File: src/design/rhf_pkg.sv
// Shared types, constants and byte-class helpers for the request header framer.
// No dependencies; imported by rhf_digit_acc and request_header_framer_unit.
`default_nettype none

package rhf_pkg;

  // Byte roles on the result channel
  typedef enum logic [2:0] {
    ROLE_DELIM    = 3'd0,
    ROLE_COMMAND  = 3'd1,
    ROLE_RESOURCE = 3'd2,
    ROLE_NAME     = 3'd3,
    ROLE_VALUE    = 3'd4,
    ROLE_BODY     = 3'd5
  } role_t;

  localparam logic [7:0] CH_CR    = 8'h0D;
  localparam logic [7:0] CH_LF    = 8'h0A;
  localparam logic [7:0] CH_SPACE = 8'h20;
  localparam logic [7:0] CH_COLON = 8'h3A;
  localparam logic [7:0] CH_PLUS  = 8'h2B;
  localparam logic [7:0] CH_MINUS = 8'h2D;
  localparam logic [7:0] CH_ZERO  = 8'h30;

  // Length of the "Content-length" key
  localparam logic [3:0] KEY_LEN = 4'd14;

  function automatic logic [7:0] key_byte(input logic [3:0] idx);
    logic [7:0] k;
    case (idx)
      4'd0:    k = "C";
      4'd1:    k = "o";
      4'd2:    k = "n";
      4'd3:    k = "t";
      4'd4:    k = "e";
      4'd5:    k = "n";
      4'd6:    k = "t";
      4'd7:    k = "-";
      4'd8:    k = "l";
      4'd9:    k = "e";
      4'd10:   k = "n";
      4'd11:   k = "g";
      4'd12:   k = "t";
      4'd13:   k = "h";
      default: k = 8'h00;
    endcase
    return k;
  endfunction

  function automatic logic is_print(input logic [7:0] b);
    return (b >= 8'h20) && (b <= 8'h7E);
  endfunction

  function automatic logic is_space(input logic [7:0] b);
    return (b == CH_SPACE) || ((b >= 8'h09) && (b <= 8'h0D));
  endfunction

  function automatic logic is_digit(input logic [7:0] b);
    return (b >= 8'h30) && (b <= 8'h39);
  endfunction

endpackage

`default_nettype wire

File: src/design/request_header_framer_unit.sv
// Request header framer top level: byte-serial request parser and tagger.
// Depends on rhf_pkg and rhf_digit_acc.
//
// Usage:
//   The in_ channel carries one raw stream byte per beat (valid/ready). Each
//   accepted beat yields exactly one result beat on the out_ channel: the byte
//   itself, its role (delimiter, command, resource, header name, header value,
//   body), header commit / Content-length / end-of-headers flags, the content
//   length in effect, a request-done marker and the sticky malformed flag.
//   The result is registered and on out_ from the edge accepting its byte.
//   Throughput is one byte per cycle unless the receiver stalls; the parser
//   state and the result register both update in the accepting cycle, and the
//   limit is the single parser step (name match plus saturating times-ten add).
//   When the receiver stalls, the result register holds its beat and in_ready
//   drops, so no byte is taken until the pending result is consumed; a new
//   byte is taken in the same cycle the old result leaves.
//   Reset (rst_n low, synchronous) returns the parser to the command line,
//   clears the length registers and the malformed state, and empties the
//   result register. Malformed is sticky: after the first bad byte every beat
//   reports role delimiter, no flags and malformed set, until reset.
//   LENGTH_BITS (16..32) sets the saturation width of the length value.
`default_nettype none

module request_header_framer_unit #(
  parameter int unsigned LENGTH_BITS = 32
) (
  input  wire logic        clk,
  input  wire logic        rst_n,
  input  wire logic        in_valid,
  output logic             in_ready,
  input  wire logic [7:0]  in_data_byte,
  output logic             out_valid,
  input  wire logic        out_ready,
  output logic [7:0]       out_out_byte,
  output logic [2:0]       out_byte_role,
  output logic             out_header_committed,
  output logic             out_header_is_length,
  output logic             out_headers_finished,
  output logic [31:0]      out_body_length,
  output logic             out_request_done,
  output logic             out_malformed
);
  import rhf_pkg::*;

  typedef enum logic [3:0] {
    ST_CMD       = 4'd0,
    ST_RES       = 4'd1,
    ST_CMD_LF    = 4'd2,
    ST_SEEK_NAME = 4'd3,
    ST_NAME      = 4'd4,
    ST_SEEK_VAL  = 4'd5,
    ST_VAL       = 4'd6,
    ST_VAL_LF    = 4'd7,
    ST_END_LF    = 4'd8,
    ST_BODY      = 4'd9,
    ST_BAD       = 4'd10
  } phase_t;

  // parser state
  phase_t                 phase_r, phase_nxt;
  logic [3:0]             idx_r, idx_nxt;
  logic                   still_r, still_nxt;
  logic [LENGTH_BITS-1:0] acc_r, acc_nxt;
  logic                   stopped_r, stopped_nxt;
  logic [LENGTH_BITS-1:0] pend_r, pend_nxt;
  logic [LENGTH_BITS-1:0] rem_r, rem_nxt;

  // result register
  logic        out_valid_r;
  logic [7:0]  out_byte_r;
  role_t       role_r;
  logic        committed_r, is_len_r, finished_r, done_r, malformed_r;
  logic [31:0] blen_r;

  // per-byte decode
  role_t                  role;
  logic                   committed, is_len, finished, done, bad, clear_after;
  logic                   hdr_phase, name_is_len;
  logic [3:0]             idx_base, idx_fed;
  logic                   still_base, still_fed;
  logic [LENGTH_BITS-1:0] acc_base, acc_fed, rem_dec;
  logic                   stopped_base, stopped_fed;
  logic [LENGTH_BITS-1:0] blen;
  logic [7:0]             b;
  logic                   accept;

  assign b         = in_data_byte;
  // take nothing while reset is held
  assign in_ready  = rst_n && (!out_valid_r || out_ready);
  assign accept    = in_valid && in_ready;
  assign hdr_phase = phase_r inside {ST_SEEK_NAME, ST_NAME, ST_SEEK_VAL, ST_VAL, ST_VAL_LF};
  assign name_is_len = still_r && (idx_r == KEY_LEN);

  // A fresh name or value starts from the reset match / accumulator state
  assign idx_base     = (phase_r == ST_SEEK_NAME) ? 4'd0 : idx_r;
  assign still_base   = (phase_r == ST_SEEK_NAME) ? 1'b1 : still_r;
  assign acc_base     = (phase_r == ST_SEEK_VAL) ? '0 : acc_r;
  assign stopped_base = (phase_r == ST_SEEK_VAL) ? 1'b0 : stopped_r;

  // Name match against the Content-length key
  always_comb begin
    idx_fed   = idx_base;
    still_fed = still_base;
    if (idx_base < KEY_LEN) begin
      if (key_byte(idx_base) != b) begin
        still_fed = 1'b0;
      end
      idx_fed = idx_base + 4'd1;
    end else begin
      still_fed = 1'b0;
    end
  end

  rhf_digit_acc #(
    .LENGTH_BITS (LENGTH_BITS)
  ) u_digit_acc (
    .acc_i     (acc_base),
    .stopped_i (stopped_base),
    .byte_i    (b),
    .acc_o     (acc_fed),
    .stopped_o (stopped_fed)
  );

  assign rem_dec = (rem_r != '0) ? (rem_r - LENGTH_BITS'(1)) : rem_r;

  always_comb begin
    phase_nxt   = phase_r;
    idx_nxt     = idx_r;
    still_nxt   = still_r;
    acc_nxt     = acc_r;
    stopped_nxt = stopped_r;
    pend_nxt    = pend_r;
    rem_nxt     = rem_r;
    role        = ROLE_DELIM;
    committed   = 1'b0;
    is_len      = 1'b0;
    finished    = 1'b0;
    done        = 1'b0;
    clear_after = 1'b0;
    // header section accepts only printable bytes and whitespace
    bad         = hdr_phase && !is_print(b) && !is_space(b);

    if (!bad) begin
      case (phase_r)
        ST_CMD, ST_RES: begin
          if (b == CH_CR) begin
            phase_nxt = ST_CMD_LF;
          end else if (b == CH_SPACE) begin
            phase_nxt = ST_RES;
          end else if (!is_print(b)) begin
            bad = 1'b1;
          end else begin
            role = (phase_r == ST_CMD) ? ROLE_COMMAND : ROLE_RESOURCE;
          end
        end
        ST_CMD_LF: begin
          if (b == CH_LF) begin
            pend_nxt  = '0;
            phase_nxt = ST_SEEK_NAME;
          end else begin
            bad = 1'b1;
          end
        end
        ST_SEEK_NAME: begin
          if (b == CH_CR) begin
            phase_nxt = ST_END_LF;
          end else if (!is_space(b)) begin
            idx_nxt   = idx_fed;
            still_nxt = still_fed;
            role      = ROLE_NAME;
            phase_nxt = ST_NAME;
          end
        end
        ST_NAME: begin
          if (b == CH_COLON) begin
            phase_nxt = ST_SEEK_VAL;
          end else begin
            idx_nxt   = idx_fed;
            still_nxt = still_fed;
            role      = ROLE_NAME;
          end
        end
        ST_SEEK_VAL: begin
          if (!is_space(b)) begin
            role      = ROLE_VALUE;
            phase_nxt = ST_VAL;
            acc_nxt   = '0;
            if (b == CH_MINUS) begin
              // negative length is rejected; other headers just stop digits
              if (name_is_len) begin
                bad = 1'b1;
              end else begin
                stopped_nxt = 1'b1;
              end
            end else if (b == CH_PLUS) begin
              stopped_nxt = 1'b0;
            end else begin
              acc_nxt     = acc_fed;
              stopped_nxt = stopped_fed;
            end
          end
        end
        ST_VAL: begin
          if (b == CH_CR) begin
            phase_nxt = ST_VAL_LF;
          end else begin
            acc_nxt     = acc_fed;
            stopped_nxt = stopped_fed;
            role        = ROLE_VALUE;
          end
        end
        ST_VAL_LF: begin
          if (b == CH_LF) begin
            committed = 1'b1;
            if (name_is_len) begin
              is_len   = 1'b1;
              pend_nxt = acc_r;
            end
            phase_nxt = ST_SEEK_NAME;
          end else begin
            bad = 1'b1;
          end
        end
        ST_END_LF: begin
          if (b == CH_LF) begin
            finished = 1'b1;
            if (pend_r == '0) begin
              done      = 1'b1;
              phase_nxt = ST_CMD;
            end else begin
              rem_nxt   = pend_r;
              phase_nxt = ST_BODY;
            end
          end else begin
            bad = 1'b1;
          end
        end
        ST_BODY: begin
          role    = ROLE_BODY;
          rem_nxt = rem_dec;
          if (rem_dec == '0) begin
            done        = 1'b1;
            clear_after = 1'b1;
            phase_nxt   = ST_CMD;
          end
        end
        default: begin
          bad = 1'b1;
        end
      endcase
    end

    if (bad) begin
      // drop all tags and park in the malformed state
      phase_nxt = ST_BAD;
      role      = ROLE_DELIM;
      committed = 1'b0;
      is_len    = 1'b0;
      finished  = 1'b0;
      done      = 1'b0;
    end

    // length reported for this beat is the one before the end-of-request clear
    blen = pend_nxt;
    if (clear_after) begin
      pend_nxt = '0;
    end
  end

  always_ff @(posedge clk) begin
    if (!rst_n) begin
      phase_r     <= ST_CMD;
      idx_r       <= 4'd0;
      still_r     <= 1'b1;
      acc_r       <= '0;
      stopped_r   <= 1'b0;
      pend_r      <= '0;
      rem_r       <= '0;
      out_valid_r <= 1'b0;
    end else begin
      if (accept) begin
        // advance the parser and load the result register together
        phase_r     <= phase_nxt;
        idx_r       <= idx_nxt;
        still_r     <= still_nxt;
        acc_r       <= acc_nxt;
        stopped_r   <= stopped_nxt;
        pend_r      <= pend_nxt;
        rem_r       <= rem_nxt;
        out_valid_r <= 1'b1;
        out_byte_r  <= b;
        role_r      <= role;
        committed_r <= committed;
        is_len_r    <= is_len;
        finished_r  <= finished;
        done_r      <= done;
        blen_r      <= 32'(blen);
        malformed_r <= (phase_nxt == ST_BAD);
      end else if (out_ready) begin
        out_valid_r <= 1'b0;
      end
    end
  end

  assign out_valid            = out_valid_r;
  assign out_out_byte         = out_byte_r;
  assign out_byte_role        = role_r;
  assign out_header_committed = committed_r;
  assign out_header_is_length = is_len_r;
  assign out_headers_finished = finished_r;
  assign out_body_length      = blen_r;
  assign out_request_done     = done_r;
  assign out_malformed        = malformed_r;

endmodule

`default_nettype wire

File: src/design/rhf_digit_acc.sv
// Saturating decimal digit accumulator (acc * 10 + digit), stops at first non-digit.
// Depends on rhf_pkg.
`default_nettype none

module rhf_digit_acc #(
  parameter int unsigned LENGTH_BITS = 32
) (
  input  wire logic [LENGTH_BITS-1:0] acc_i,
  input  wire logic                   stopped_i,
  input  wire logic [7:0]             byte_i,
  output logic      [LENGTH_BITS-1:0] acc_o,
  output logic                        stopped_o
);
  import rhf_pkg::*;

  localparam int unsigned WIDE = LENGTH_BITS + 4;

  logic [WIDE-1:0] wide_sum;
  logic [3:0]      digit;

  assign digit    = 4'(byte_i - CH_ZERO);
  // times ten as times eight plus times two
  assign wide_sum = WIDE'({acc_i, 3'b000}) + WIDE'({acc_i, 1'b0}) + WIDE'(digit);

  always_comb begin
    acc_o     = acc_i;
    stopped_o = stopped_i;
    if (!stopped_i && is_digit(byte_i)) begin
      if (wide_sum[WIDE-1:LENGTH_BITS] != 4'd0) begin
        acc_o = '1;
      end else begin
        acc_o = wide_sum[LENGTH_BITS-1:0];
      end
    end else begin
      stopped_o = 1'b1;
    end
  end

endmodule

`default_nettype wire
File: config.mk
export PLATFORM = sky130hd
export DESIGN_NAME = request_header_framer_unit
export DESIGN_NICKNAME = d
export VERILOG_FILES = /design/src/design/rhf_pkg.sv /design/src/design/request_header_framer_unit.sv /design/src/design/rhf_digit_acc.sv
export SDC_FILE = /design/constraint.sdc
export NUM_CORES = 1
export LEC_CHECK = 0
export BUFFER_PORTS_ARGS = -buffer_cell sky130_fd_sc_hd__buf_2
export CAP_MARGIN = 40
export CORE_UTILIZATION = 55
export CTS_CLUSTER_SIZE = 20
export DETAILED_ROUTE_END_ITERATION = 7
export PLACE_DENSITY = 0.73
export SYNTH_ARGS = -nofsm -noshare
export SYNTH_HDL_FRONTEND = slang
export SYNTH_SLANG_ARGS = --single-unit
File: constraint.sdc
create_clock -name clk -period 5.99 [get_ports clk]
set_input_delay 0.2995 -clock clk [delete_from_list [all_inputs] [get_ports clk]]
set_output_delay 0.2995 -clock clk [all_outputs]
set_load 0.005 [all_outputs]
==> out/qor.csv <==
stage,metric,value,unit
logic_synthesis,synthesis.nets,1297,
logic_synthesis,syn_inst,1212,
logic_synthesis,synth_area,0.01041,mm^2
routing,ant_nets,0,
timing,final.setup.worst_slack,1.128,ns
routing,dr.first_iter.drc_count,1113,
floorplan,fp.dieW,139.6,um
timing,finalSetupViolCount,0,
floorplan,die_h,139.6,um
timing,drv_slew,0,
global_route,grt_use_met1,0.4281,
logic_synthesis,ys_seq_area_frac,0.3443,
logic_synthesis,async_flop_share,0,
global_route,busiest_layer,met1,
logic_synthesis,yosysUniqueCellTypes,87,
layout,diodes,0,
logic_synthesis,yosys_warnings,0,
routing,drc,0,
global_route,met2_usage,0.4160,
worst_setup_path,startpoint_type,flop,
place,place_congestion,0.9250,
worst_setup_path,crit_type,reg2reg,
timing,worstMarginPinSlew,0.8873,ns
global_route,use_met3,0.04267,
worst_setup_path,r2r-start,phase_r[3]$_SDFFE_PN0P_,
global_route,grt_pass1_vias,8488,
logic_synthesis,avgSynthCellArea,8.588,um^2
worst_setup_path,cp_data_required_time,6.32,ns
place,pre_cts_ws,1.158,ns
layout,drive_above_1_share,0.1439,
timing,fin_crit_sh,0.8117,
floorplan,pin_count,62,
power,power,2.261,mW
worst_setup_path,worstPathArrival,5.19,ns
worst_setup_path,r2r_cells,15,
clocking,clock_path_buffers,2,
floorplan,die-area,0.01948,mm^2
clocking,clock_sinks,155,
clocking,clockRootBuffer,clkbuf_16,
global_route,grt_pass1_wl,44.97,mm
timing,slew-limit-headroom,0.4020,
timing,fmax,205.7,MHz
job,cap_viol_max_count,0,
hold_path,holdPathStages,3,
layout,fin_cells,1473,
timing,fin_skew,0.008919,ns
clocking,ctsResizeCount,0,
global_route,globalRouteOverflowTotal,0,
timing,fin_setup_tns,0,ns
routing,wire_per_inst,18.74,um
clocking,cts_tree,done,
hold_path,holdPathEnd,out_valid$_SDFFE_PN0P_,
timing,fin_hold_ws,0.1047,ns
routing,wl,27.60,mm
power,leakage,4.729,nW
floorplan,start_util,0.5697,
clocking,clock_latency,0.43,ns
logic_synthesis,synth_edf_count,48,
clocking,path_clk_slew,0.07,ns
place,port_buffers,61,
hold_path,hold_start,in_valid,
timing,min_period,4.862,ns
routing,via_count,9525,
logic_synthesis,synthFlopType,dfxtp_1,
clocking,htreeDepth,4,
timing,rsz0062_at_grt,no,
global_route,grt.total_usage,0.2869,
floorplan,core_area,0.01827,mm^2
routing,post_drt_via_cell_ratio,6.466,
logic_synthesis,ys_ff_latch,155,
power,ir_drop,0.1399,mV
run_status,outcome,completed,
clocking,cts_hold_buf,0,
global_route,antenna_found_initial,0,
worst_setup_path,r2r_setup_slack,1.13,ns
place,dpl.cell_count,1441,
routing,first_pass_iters,6,
power,p_per_area,199.3,mW/mm^2
timing,hold_violations,0,
layout,nNetsFinal,1316,
worst_setup_path,endpoint_kind,flop,
clocking,cts_setup_buffers,0,
place,dp_hpwl,19.86,mm
hold_path,hold_path_class,in2reg,
global_route,grt_max_degree,57,
layout,area_delta_synth_final,8.980,%
worst_setup_path,cp_max_fo,37,
worst_setup_path,reg2reg_to,acc_r[5]$_SDFFE_PN0P_,
layout,n_fill_cell,1639,
worst_setup_path,crit_path_start,phase_r[3]$_SDFFE_PN0P_,
floorplan,rows,49,
clocking,numCtsBuffers,17,
## area by class of cell
class	instances	area, um^2	share of cell area
Tap cell	229	286.5	0.02526
Sequential cell	155	3583	0.3159
Timing Repair Buffer	76	465.4	0.04103
Clock inverter	14	133.9	0.01180
Inverter	33	123.9	0.01092
Clock buffer	18	429.2	0.03783
Multi-Input combinational cell	948	6321	0.5572
## critical path, stage by stage, from the launching register on
cell	delay [ns]
dfxtp_1	0.70
nand4bb_1	0.21
buf_4	0.33
and2_1	0.25
fa_1	0.48
fa_1	0.49
a211oi_1	0.25
nor2_1	0.10
a41oi_1	0.39
a211oi_1	0.18
o21a_1	0.23
o211ai_1	0.21
o221ai_2	0.30
buf_4	0.32
o221ai_1	0.22
nand2_1	0.07
## routing by layer
metal,vias to the layer above,part of all wire
met5,-,0
met4,0,0.026
met3,56,0.065
met2,345,0.43
met1,4507,0.48
li1,4617,-
## cell usage in the layout (no fill, tap or decap), types with 5 or more instances in the layout
master,count
inv_6,6
and3_1,8
or2_2,13
o221ai_1,28
xor2_1,11
o2111ai_1,5
nor2b_1,5
o31ai_1,6
inv_1,32
dfxtp_1,107
nand2_1,135
o22ai_1,7
or3_1,8
a22o_1,39
nor3b_1,6
ha_1,71
edfxtp_1,48
nor4_1,19
o211ai_1,5
a211oi_1,20
nand2b_1,7
a21o_1,17
nand4_1,15
clkbuf_16,17
o21ai_0,86
nor2_1,88
xnor2_1,25
nand3_1,22
buf_4,12
buf_2,61
a22oi_1,7
nor3_1,31
o21a_1,5
a21oi_1,85
and2_1,42
a22o_2,28
o32ai_1,5
a31oi_1,12
## metrics by stage
step | instance area [um^2] | util
2_1_floorplan | 10410 | -
3_3_place_gp | 10710 | 0.5862
3_5_place_dp | 10780 | 0.5901
4_1_cts | 11340 | 0.6209
5_1_grt | 11340 | 0.6209
6_report | 11340 | 0.6209
## cells in the mapped netlist, types with 7 or more instances
| cell | count | area [um^2] |
|---|---|---|
| a22oi_1 | 7 | 52.55 |
| a21o_1 | 17 | 127.6 |
| edfxtp_1 | 48 | 1441 |
| nand2_1 | 135 | 506.7 |
| a22o_2 | 28 | 280.3 |
| ha_1 | 71 | 888.4 |
| o221ai_1 | 29 | 254.0 |
| nand4_1 | 15 | 93.84 |
| nor4_1 | 20 | 125.1 |
| a211oi_1 | 20 | 150.1 |
| nor2_1 | 89 | 334.1 |
| xnor2_1 | 25 | 219.0 |
| buf_6 | 9 | 101.4 |
| and3_1 | 8 | 50.05 |
| o22ai_1 | 7 | 43.79 |
| a31oi_1 | 12 | 75.07 |
| clkbuf_1 | 56 | 210.2 |
| o21ai_0 | 86 | 430.4 |
| dfxtp_1 | 107 | 2142 |
| inv_1 | 33 | 123.9 |
| a22o_1 | 39 | 341.6 |
| nor3_1 | 31 | 155.2 |
| and2_1 | 42 | 262.8 |
| xor2_1 | 11 | 96.34 |
| nand3_1 | 23 | 115.1 |
| a21oi_1 | 86 | 430.4 |
| or2_2 | 13 | 81.33 |
| nand2b_1 | 7 | 43.79 |
| or3_1 | 8 | 50.05 |
## how the worst max path moves through the flow
stage	end	slack [ns]	depth (start not counted)
floorplan	acc_r[20]$_SDFFE_PN0P_	1.81	17
global placement	acc_r[0]$_SDFFE_PN0P_	1.24	15
detailed placement	acc_r[1]$_SDFFE_PN0P_	1.16	15
CTS	acc_r[1]$_SDFFE_PN0P_	1.14	15
global route	acc_r[1]$_SDFFE_PN0P_	0.74	15
finish	acc_r[5]$_SDFFE_PN0P_	1.13	15
## report_power, final
group	switching [mW]	internal, mW
Sequential	0.0137	1.10
Clock	0.463	0.579
Combinational	0.0717	0.0351
## registers in the layout, indices dropped and copies added (netlist names), 3 cells and up
name / count
acc_r: 32
out_body_length: 32
pend_r: 32
phase_r: 4
idx_r: 4
rem_r: 32
out_byte_role: 3
out_out_byte: 8
## cell families after synthesis
family / Yosys count / synth area share
buf+inv: 109 / 0.05073
mux: 3 / 0.003125
xor+xnor: 36 / 0.03029
compound gates: 402 / 0.2714
fa+ha+maj: 73 / 0.08919
simple gates: 434 / 0.2110
flops: 155 / 0.3443
(Power assumes the default switching activity.)
